`src/rtl/core/dpm_pkg.sv`:
```
`timescale 1ns / 1ps
`default_nettype none
// ----------------------------------------------------------------------------
// dpm_pkg: shared widths, register map and types for the motor mixer
// Field widths of the sample and duty beats, gain format and register codes.
// ----------------------------------------------------------------------------
package dpm_pkg;

	// Beat field widths
	localparam int POS_W   = 13;  // line position, unsigned
	localparam int DSPD_W  = 12;  // desired speed, unsigned Q4.8
	localparam int MSPD_W  = 13;  // measured speed, signed Q4.8
	localparam int DUTY_W  = 8;   // pin duty

	// Internal error widths
	localparam int LE_W    = 13;  // line error, -3500..3500
	localparam int LD_W    = 14;  // line error delta
	localparam int SE_W    = 14;  // speed error, -4095..8191
	localparam int SD_W    = 15;  // speed error delta

	// Gains and products
	localparam int GAIN_W  = 16;  // unsigned Q8.8
	localparam int STEER_W = 32;  // kp*le + kd*ld
	localparam int FRAC_W  = 16;  // drive scale 2^16
	localparam int STEER_SH = 8;  // steering is scaled by 2^8

	localparam logic [POS_W-1:0] LINE_MAX    = POS_W'(7000);
	localparam logic signed [LE_W:0] LINE_CENTRE = (LE_W+1)'(3500);
	localparam logic [DUTY_W-1:0] DUTY_FULL  = '1;

	localparam int DEF_INTEGRAL_TAPS = 9;

	// APB register map
	localparam int REG_NUM  = 6;
	localparam int PADDR_W  = 5;
	localparam int PDATA_W  = 32;
	localparam int REG_IDX_W = 3;

	typedef enum logic [REG_IDX_W-1:0] {
		REG_LINE_KP  = 3'd0,
		REG_LINE_KD  = 3'd1,
		REG_SPEED_KP = 3'd2,
		REG_SPEED_KD = 3'd3,
		REG_SPEED_KI = 3'd4,
		REG_MAX_PWM  = 3'd5
	} reg_idx_t;

	// Forward and reverse duty of one motor
	typedef struct packed {
		logic [DUTY_W-1:0] fwd;
		logic [DUTY_W-1:0] rev;
	} duty_pair_t;

endpackage
`default_nettype wire

```
`src/rtl/core/dual_pd_pid_motor_mixer.sv`:
```
`timescale 1ns / 1ps
`default_nettype none
// ----------------------------------------------------------------------------
// dual_pd_pid_motor_mixer: differential-drive steering and speed mixer
// PD steering on the line error, windowed PID on the speed error, mixed into
// forward and reverse pin duties for the left and right motors.
// ----------------------------------------------------------------------------
//
//  channel | direction | handshake              | beat contents
//  --------+-----------+------------------------+-------------------------------
//  sample  | in        | in_valid / in_stall    | line_position, desired_speed,
//          |           |                        | measured_speed
//  duty    | out       | out_valid / out_stall  | left/right forward/reverse duty
//  config  | in        | APB psel/penable/...   | gains and max_pwm
//
//  One sample beat is taken every cycle while in_stall is low; its duty beat
//  passes the error, product and mix/clamp registers in that order before it
//  is presented on the duty channel.
//  The pipeline holds up to three beats; a stalled stage holds and the stall
//  propagates back to in_stall only when every stage ahead of it is full.
//  Reset clears the control state, error history and integral window at once;
//  the integral ring needs no clearing pass because each slot has a valid bit.
//  Write configuration only while the pipeline is empty.
//
module dual_pd_pid_motor_mixer #(
	parameter int INTEGRAL_TAPS = dpm_pkg::DEF_INTEGRAL_TAPS
) (
	input  wire logic                         clk,
	input  wire logic                         arst_n,

	// sample channel
	input  wire logic                         in_valid,
	output logic                              in_stall,
	input  wire logic [dpm_pkg::POS_W-1:0]    line_position,
	input  wire logic [dpm_pkg::DSPD_W-1:0]   desired_speed,
	input  wire logic signed [dpm_pkg::MSPD_W-1:0] measured_speed,

	// duty channel
	output logic                              out_valid,
	input  wire logic                         out_stall,
	output logic [dpm_pkg::DUTY_W-1:0]        left_forward_duty,
	output logic [dpm_pkg::DUTY_W-1:0]        left_reverse_duty,
	output logic [dpm_pkg::DUTY_W-1:0]        right_forward_duty,
	output logic [dpm_pkg::DUTY_W-1:0]        right_reverse_duty,

	// configuration
	input  wire logic                         psel,
	input  wire logic                         penable,
	input  wire logic                         pwrite,
	input  wire logic [dpm_pkg::PADDR_W-1:0]  paddr,
	input  wire logic [dpm_pkg::PDATA_W-1:0]  pwdata,
	output logic [dpm_pkg::PDATA_W-1:0]       prdata,
	output logic                              pready
);

	import dpm_pkg::*;

	// Ring index and window sum widths follow the tap count
	localparam int IDX_W   = (INTEGRAL_TAPS > 1) ? $clog2(INTEGRAL_TAPS) : 1;
	localparam int SUM_W   = SE_W + $clog2(INTEGRAL_TAPS);
	localparam int SPD_MAXW = (SUM_W > SD_W) ? SUM_W : SD_W;
	localparam int SPEED_W = SPD_MAXW + GAIN_W + 3;
	localparam int SSH_W   = STEER_W + STEER_SH;
	localparam int DRIVE_W = ((SPEED_W > SSH_W) ? SPEED_W : SSH_W) + 1;
	localparam int MAG_W   = DRIVE_W - FRAC_W;
	localparam logic [IDX_W-1:0] LAST_SLOT = IDX_W'(INTEGRAL_TAPS - 1);

	// ------------------------------------------------------------------------
	// Configuration registers
	// ------------------------------------------------------------------------
	logic [GAIN_W-1:0] line_kp_q, line_kd_q, speed_kp_q, speed_kd_q, speed_ki_q;
	logic [DUTY_W-1:0] max_pwm_q;
	logic              cfg_wr;
	logic [REG_IDX_W-1:0] cfg_idx;

	assign pready  = 1'b1;
	assign cfg_wr  = psel && penable && pwrite && pready;
	assign cfg_idx = paddr[PADDR_W-1:2];

	always_ff @(posedge clk or negedge arst_n) begin
		if (!arst_n) begin
			line_kp_q  <= '0;
			line_kd_q  <= '0;
			speed_kp_q <= '0;
			speed_kd_q <= '0;
			speed_ki_q <= '0;
			max_pwm_q  <= DUTY_FULL;
		end else if (cfg_wr) begin
			// Unmapped addresses drop the write
			case (cfg_idx)
				REG_LINE_KP:  line_kp_q  <= pwdata[GAIN_W-1:0];
				REG_LINE_KD:  line_kd_q  <= pwdata[GAIN_W-1:0];
				REG_SPEED_KP: speed_kp_q <= pwdata[GAIN_W-1:0];
				REG_SPEED_KD: speed_kd_q <= pwdata[GAIN_W-1:0];
				REG_SPEED_KI: speed_ki_q <= pwdata[GAIN_W-1:0];
				REG_MAX_PWM:  max_pwm_q  <= pwdata[DUTY_W-1:0];
				default: ;
			endcase
		end
	end

	always_comb begin
		prdata = '0;
		case (cfg_idx)
			REG_LINE_KP:  prdata = PDATA_W'(line_kp_q);
			REG_LINE_KD:  prdata = PDATA_W'(line_kd_q);
			REG_SPEED_KP: prdata = PDATA_W'(speed_kp_q);
			REG_SPEED_KD: prdata = PDATA_W'(speed_kd_q);
			REG_SPEED_KI: prdata = PDATA_W'(speed_ki_q);
			REG_MAX_PWM:  prdata = PDATA_W'(max_pwm_q);
			default:      prdata = '0;
		endcase
	end

	// ------------------------------------------------------------------------
	// Pipeline flow control: a stage advances when it is empty or the stage
	// ahead of it advances.
	// ------------------------------------------------------------------------
	logic valid_s1, valid_s2, valid_s3;
	logic adv_s1, adv_s2, adv_s3;
	logic in_acc;

	assign adv_s3   = !valid_s3 || !out_stall;
	assign adv_s2   = !valid_s2 || adv_s3;
	assign adv_s1   = !valid_s1 || adv_s2;
	assign in_stall = !adv_s1;
	assign in_acc   = in_valid && !in_stall;

	always_ff @(posedge clk or negedge arst_n) begin
		if (!arst_n) begin
			valid_s1 <= 1'b0;
			valid_s2 <= 1'b0;
			valid_s3 <= 1'b0;
		end else begin
			if (adv_s1) valid_s1 <= in_valid;
			if (adv_s2) valid_s2 <= valid_s1;
			if (adv_s3) valid_s3 <= valid_s2;
		end
	end

	// ------------------------------------------------------------------------
	// Error stage: line and speed errors, their deltas and the window sum.
	// The controller history advances on every accepted sample beat.
	// ------------------------------------------------------------------------
	logic [POS_W-1:0]         pos_sat;
	logic signed [LE_W-1:0]   le;
	logic signed [LD_W-1:0]   ld;
	logic signed [SE_W-1:0]   se;
	logic signed [SD_W-1:0]   sd;
	logic signed [SUM_W-1:0]  sum_nxt;
	logic [IDX_W-1:0]         slot_nxt;

	logic signed [LE_W-1:0]   prev_line_error_q;
	logic signed [SE_W-1:0]   prev_speed_error_q;
	logic signed [SUM_W-1:0]  error_window_sum_q;
	logic [IDX_W-1:0]         ring_position_q;
	logic signed [SE_W-1:0]   oldest_q;      // ring entry that the next beat evicts
	logic [INTEGRAL_TAPS-1:0] ring_vld_q;
	logic signed [SE_W-1:0]   ring_mem [INTEGRAL_TAPS];

	always_comb begin
		// Saturate the position so the line error stays in range
		pos_sat  = (line_position > LINE_MAX) ? LINE_MAX : line_position;
		le       = LE_W'(LINE_CENTRE - $signed({1'b0, pos_sat}));
		ld       = LD_W'(le) - LD_W'(prev_line_error_q);
		se       = $signed(SE_W'({1'b0, desired_speed})) - SE_W'(measured_speed);
		sd       = SD_W'(se) - SD_W'(prev_speed_error_q);
		sum_nxt  = error_window_sum_q - SUM_W'(oldest_q) + SUM_W'(se);
		slot_nxt = (ring_position_q == LAST_SLOT) ? '0 : ring_position_q + 1'b1;
	end

	always_ff @(posedge clk or negedge arst_n) begin
		if (!arst_n) begin
			prev_line_error_q  <= '0;
			prev_speed_error_q <= '0;
			error_window_sum_q <= '0;
			ring_position_q    <= '0;
			oldest_q           <= '0;
			ring_vld_q         <= '0;
		end else if (in_acc) begin
			prev_line_error_q  <= le;
			prev_speed_error_q <= se;
			error_window_sum_q <= sum_nxt;
			ring_position_q    <= slot_nxt;
			ring_vld_q[ring_position_q] <= 1'b1;
			// Prefetch the next victim; a one-tap ring evicts what it writes now
			if (slot_nxt == ring_position_q) begin
				oldest_q <= se;
			end else if (ring_vld_q[slot_nxt]) begin
				oldest_q <= ring_mem[slot_nxt];
			end else begin
				oldest_q <= '0;
			end
		end
	end

	always_ff @(posedge clk) begin
		if (in_acc) begin
			ring_mem[ring_position_q] <= se;
		end
	end

	logic signed [LE_W-1:0]  le_s1;
	logic signed [LD_W-1:0]  ld_s1;
	logic signed [SE_W-1:0]  se_s1;
	logic signed [SD_W-1:0]  sd_s1;
	logic signed [SUM_W-1:0] sum_s1;

	always_ff @(posedge clk) begin
		if (in_acc) begin
			le_s1  <= le;
			ld_s1  <= ld;
			se_s1  <= se;
			sd_s1  <= sd;
			sum_s1 <= sum_nxt;
		end
	end

	// ------------------------------------------------------------------------
	// Product stage: steering PD and speed PID
	// ------------------------------------------------------------------------
	logic signed [STEER_W-1:0] steer;
	logic signed [SPEED_W-1:0] speed;
	logic signed [STEER_W-1:0] steer_s2;
	logic signed [SPEED_W-1:0] speed_s2;

	always_comb begin
		steer = STEER_W'($signed({1'b0, line_kp_q}) * le_s1)
		      + STEER_W'($signed({1'b0, line_kd_q}) * ld_s1);
		speed = SPEED_W'($signed({1'b0, speed_kp_q}) * se_s1)
		      + SPEED_W'($signed({1'b0, speed_kd_q}) * sd_s1)
		      + SPEED_W'($signed({1'b0, speed_ki_q}) * sum_s1);
	end

	always_ff @(posedge clk) begin
		if (adv_s2 && valid_s1) begin
			steer_s2 <= steer;
			speed_s2 <= speed;
		end
	end

	// ------------------------------------------------------------------------
	// Mix and clamp stage
	// ------------------------------------------------------------------------
	function automatic duty_pair_t drive_to_duty(
		input logic signed [DRIVE_W-1:0] v,
		input logic [DUTY_W-1:0]         lim
	);
		logic [DRIVE_W-1:0] mag;
		logic [MAG_W-1:0]   d;
		duty_pair_t         r;
		mag = v[DRIVE_W-1] ? DRIVE_W'(-v) : DRIVE_W'(v);
		d   = mag[DRIVE_W-1:FRAC_W];
		r   = '0;
		if (v[DRIVE_W-1]) begin
			r.rev = (d > MAG_W'(DUTY_FULL)) ? DUTY_FULL : d[DUTY_W-1:0];
		end else begin
			r.fwd = (d > MAG_W'(lim)) ? lim : d[DUTY_W-1:0];
		end
		return r;
	endfunction

	logic signed [DRIVE_W-1:0] steer_sh;
	logic signed [DRIVE_W-1:0] left_drv, right_drv;
	duty_pair_t                left_duty, right_duty;
	duty_pair_t                left_s3, right_s3;

	always_comb begin
		steer_sh   = DRIVE_W'(steer_s2) <<< STEER_SH;
		left_drv   = DRIVE_W'(speed_s2) + steer_sh;
		right_drv  = DRIVE_W'(speed_s2) - steer_sh;
		left_duty  = drive_to_duty(left_drv, max_pwm_q);
		right_duty = drive_to_duty(right_drv, max_pwm_q);
	end

	always_ff @(posedge clk) begin
		if (adv_s3 && valid_s2) begin
			left_s3  <= left_duty;
			right_s3 <= right_duty;
		end
	end

	assign out_valid          = valid_s3;
	assign left_forward_duty  = left_s3.fwd;
	assign left_reverse_duty  = left_s3.rev;
	assign right_forward_duty = right_s3.fwd;
	assign right_reverse_duty = right_s3.rev;

	// ------------------------------------------------------------------------
	// Assertions
	// ------------------------------------------------------------------------
	a_ring_pos_range: assert property (@(posedge clk) disable iff (!arst_n)
		ring_position_q <= LAST_SLOT)
		else $error("ring position beyond last tap");

	a_one_direction: assert property (@(posedge clk) disable iff (!arst_n)
		out_valid |-> ((left_forward_duty == '0) || (left_reverse_duty == '0))
		           && ((right_forward_duty == '0) || (right_reverse_duty == '0)))
		else $error("motor driven forward and reverse at once");

	a_fwd_limit: assert property (@(posedge clk) disable iff (!arst_n)
		out_valid |-> (left_forward_duty <= max_pwm_q) && (right_forward_duty <= max_pwm_q))
		else $error("forward duty above max_pwm");

	a_ring_advance: assert property (@(posedge clk) disable iff (!arst_n)
		in_acc |=> (ring_position_q != $past(ring_position_q)) || (INTEGRAL_TAPS == 1))
		else $error("ring position did not advance on accepted beat");

endmodule
`default_nettype wire
```
`config.mk`:
```
export PLATFORM = sky130hd
export DESIGN_NAME = dual_pd_pid_motor_mixer
export DESIGN_NICKNAME = d
export VERILOG_FILES = /design/src/rtl/core/dpm_pkg.sv /design/src/rtl/core/dual_pd_pid_motor_mixer.sv
export SDC_FILE = /design/constraint.sdc
export NUM_CORES = 2
export LEC_CHECK = 0
export BUFFER_PORTS_ARGS = -buffer_cell sky130_fd_sc_hd__buf_2
export CAP_MARGIN = 30
export CORE_AREA = 2 2 393 395
export CTS_BUF_LIST = sky130_fd_sc_hd__clkbuf_8
export DETAILED_ROUTE_END_ITERATION = 10
export DIE_AREA = 0 0 395 397
export HOLD_SLACK_MARGIN = 0.1
export SLEW_MARGIN = 20
export SYNTH_ARGS = -nofsm -noshare
export SYNTH_HDL_FRONTEND = slang
export SYNTH_SLANG_ARGS = --single-unit
export TNS_END_PERCENT = 1
```
`constraint.sdc`:
```
create_clock -name clk -period 20.1 [get_ports clk]
set_input_delay 1.005 -clock clk [delete_from_list [all_inputs] [get_ports clk]]
set_output_delay 1.005 -clock clk [all_outputs]
set_load 0.02 [all_outputs]
```
==> impl_metrics.yaml <==
placement:
  place_area_um2: 70900
  port_buffers: 113
  hpwl_um: 148000
  gp_congestion: 0.939
  preCtsSetupSlack_ps: 9760
worst_setup_path:
  endpoint_kind: "register"
  cp_common_cell: "fa_1"
  ff2ff_setup_slack_ps: 9840
  slowest_stage: "edfxtp_1"
  cp.required_ps: 20540
  crit_fanout: 16
  max_stage_delay_ps: 800
  rr_startpoint: "sum_s1[17]"
  r2r-end: "speed_s2[34]"
  r2r_cells: 27
  path_class: "register to register"
  crit_start: "sum_s1[17]"
  startpoint_type: "register"
  arrival_ps: 10700
synth:
  synth_area_leader_cell: "fa_1"
  synth_edf_count: 300
  synthArstFlopShare_pct: 35.2
  synthesis.area_um2: 68300
  ys_ff_latch: 463
  syn-mean-instance-area_um2: 9.88
  ys_seq_area_share_pct: 19.2
  synth_top_flop_cell: "edfxtp_1"
  synth.area.top_cells: "fa_1 34%, edfxtp_1 13%, ha_1 11%, inv_1 8.1%, dfrtp_1 5.7%"
  ys_warn_count: 0
  synth.distinct_cells: 103
  synthCells: 6914
  synth_top_area_share_pct: 34.2
sta:
  finalCritPeriodShare_pct: 51.1
  fin_skew_ps: 118
  hold_viol: 0
  period_needed_ps: 10260
  rsz0062_at_grt: "false"
  drv_slew: 0
  finalWorstSetupSlack_ps: 9840
  slew_headroom_pct: 31.7
  max_freq_mhz: 97.4
  setup_violations: 0
  max_slew.worst_pin.slew_ps: 1020
  fin_tns_setup_ps: 0
detailed_routing:
  drt_iter0_drc: 2831
  drc: 0
  wl_um: 180000
  drt.antenna.violating_nets: 0
  wl_per_cell_um: 19.9
  vias: 47674
  routed_via_density: 5.27
  drt_pre_antenna_iters: 6
floorplan:
  die_area_um2: 157000
  core_area_um2: 153000
  io_pins: 149
  fp.dieH_um: 397
  row_count: 144
  start_util_pct: 44.7
  fp.dieW_um: 395
cts:
  clock_sinks: 463
  h-tree-depth: 3
  cts_buffers: 83
  ctsResizeCount: 0
  cts_tree: "done"
  clkLatencyLatePin_ps: 820
  cts_root_buf: "clkbuf_8"
  post_cts_buffers: 0
  clk_path_buf_depth: 3
  clk_pin_slew_ps: 60
  cts_hold_buf: 0
run_status:
  status: "finished clean"
global_routing:
  gr-total-overflow: 0
  grt_use_total_pct: 23.7
  first_global_vias: 50268
  grt_pass1_wl_um: 288000
  grt_max_degree: 109
  antenna_found_initial: 15
final_layout:
  nets: 8746
  syn_to_final_growth_pct: 6.60
  drive_gt1_share_pct: 7.54
  seq_area_um2: 13100
  nFillCells: 14302
  finalInstanceArea_um2: 72800
  multi_input_area_um2: 48700
flow_run:
  maxCapViolations: 0
hold_path:
  worstHoldPathType: "primary input to async pin"
-- how the worst max path moves through the flow --
stage              endpoint  depth (start not counted)
3_5_place_dp   speed_s2[34]                         27
5_1_grt        speed_s2[34]                         27
2_1_floorplan  speed_s2[32]                         29
3_3_place_gp   speed_s2[34]                         27
6_report       speed_s2[34]                         27
4_1_cts        speed_s2[34]                         27
-- Yosys cell counts, types with 9 or more instances --
| cell type | n |
|---|---|
| a211oi_1 | 22 |
| a21boi_0 | 23 |
| a21o_1 | 52 |
| a21oi_1 | 170 |
| a31oi_1 | 22 |
| and2_1 | 528 |
| and3_1 | 18 |
| buf_1 | 14 |
| buf_2 | 10 |
| buf_4 | 18 |
| clkbuf_1 | 228 |
| dfrtp_1 | 155 |
| edfxtp_1 | 300 |
| fa_1 | 1168 |
| ha_1 | 578 |
| inv_1 | 1472 |
| mux2_2 | 121 |
| mux2i_1 | 38 |
| mux4_2 | 38 |
| nand2_1 | 795 |
| nand2b_1 | 71 |
| nand3_1 | 61 |
| nand3b_1 | 9 |
| nand4_1 | 22 |
| nor2_1 | 200 |
| nor2b_1 | 51 |
| nor3_1 | 57 |
| nor3b_1 | 10 |
| nor4_1 | 21 |
| o211ai_1 | 15 |
| o21a_1 | 19 |
| o21ai_0 | 172 |
| o21bai_1 | 17 |
| o22ai_1 | 14 |
| o31ai_1 | 26 |
| or2_2 | 19 |
| or3_1 | 17 |
| or4_1 | 15 |
| xnor2_1 | 139 |
| xor2_1 | 35 |
-- cell families after synthesis --
logic type,Yosys count,synth area share (%)
AND/OR/NAND/NOR,1933,14.1
XOR/XNOR,174,2.23
adder cells (fa/ha/maj),1746,44.8
AO/OA/AOI/OAI,654,6.18
other,2,0.0110
buffers and inverters,1745,9.72
flip-flops,463,19.2
multiplexers,197,3.80
-- layout make-up --
class	instances	share of cell area, %
Inverter	1474	7.60
Clock buffer	92	1.74
Sequential cell	463	18.0
Antenna cell	10	0.0344
Timing Repair Buffer	175	1.52
Multi-Input combinational cell	4721	66.9
Clock inverter	63	0.742
Tap cell	2044	3.51
-- critical path, delay by kind of cell, from the launching register on --
family	cells	cell delay, ps
AO/OA/AOI/OAI	8	2090
XOR/XNOR	1	590
adder cells (fa/ha/maj)	10	4830
buffers and inverters	5	620
flip-flops	1	800
AND/OR/NAND/NOR	3	990
-- state kept, by name (all words and copies together), names as in the netlist, 8 cells and up --
name,count
speed_ki_q,16
line_kp_q,16
speed_kp_q,16
right_reverse_duty,8
left_reverse_duty,8
prev_speed_error_q,14
max_pwm_q,8
se_s1,14
speed_s2,36
steer_s2,32
ld_s1,14
sum_s1,18
right_forward_duty,8
sd_s1,15
ring_vld_q,9
le_s1,13
speed_kd_q,16
error_window_sum_q,18
ring_mem,126
prev_line_error_q,13
oldest_q,14
line_kd_q,16
left_forward_duty,8
-- placed cells by master (no fill, tap or decap), drive strengths merged, types with 23 or more instances in the layout --
| cell | instances |
|---|---|
| mux4 | 38 |
| inv | 1495 |
| a21oi | 171 |
| xor2 | 35 |
| a31oi | 23 |
| mux2i | 38 |
| and2 | 529 |
| nand2b | 71 |
| nor2b | 51 |
| a211oi | 23 |
| nor3 | 60 |
| nor2 | 201 |
| a21boi | 24 |
| dfrtp | 155 |
| fa | 1168 |
| o21ai | 177 |
| mux2 | 121 |
| a21o | 52 |
| ha | 578 |
| clkbuf | 93 |
| nand3 | 62 |
| nand2 | 795 |
| clkinv | 29 |
| o31ai | 28 |
| xnor2 | 139 |
| edfxtp | 300 |
| buf | 173 |
-- per-layer routing --
metal	wire length (um)	track usage [%]
met1	77200	32.2
met2	86300	39.5
met4	5220	6.47
met3	11200	3.58
met5	92	0
-- through the flow --
step / util, % / hold WS [ps] / cells
6_report: 47.6 / 139 / 9042
5_1_grt: 47.6 / 96.8 / 9036
4_1_cts: 47.5 / 342 / 9026
3_5_place_dp: 46.3 / 450 / 8871
3_3_place_gp: 46.3 / 447 / 8868
2_1_floorplan: - / 430 / 6929
Power is not shown: default switching activity piles up to over one toggle a cycle in this logic, so the estimate is an artifact.
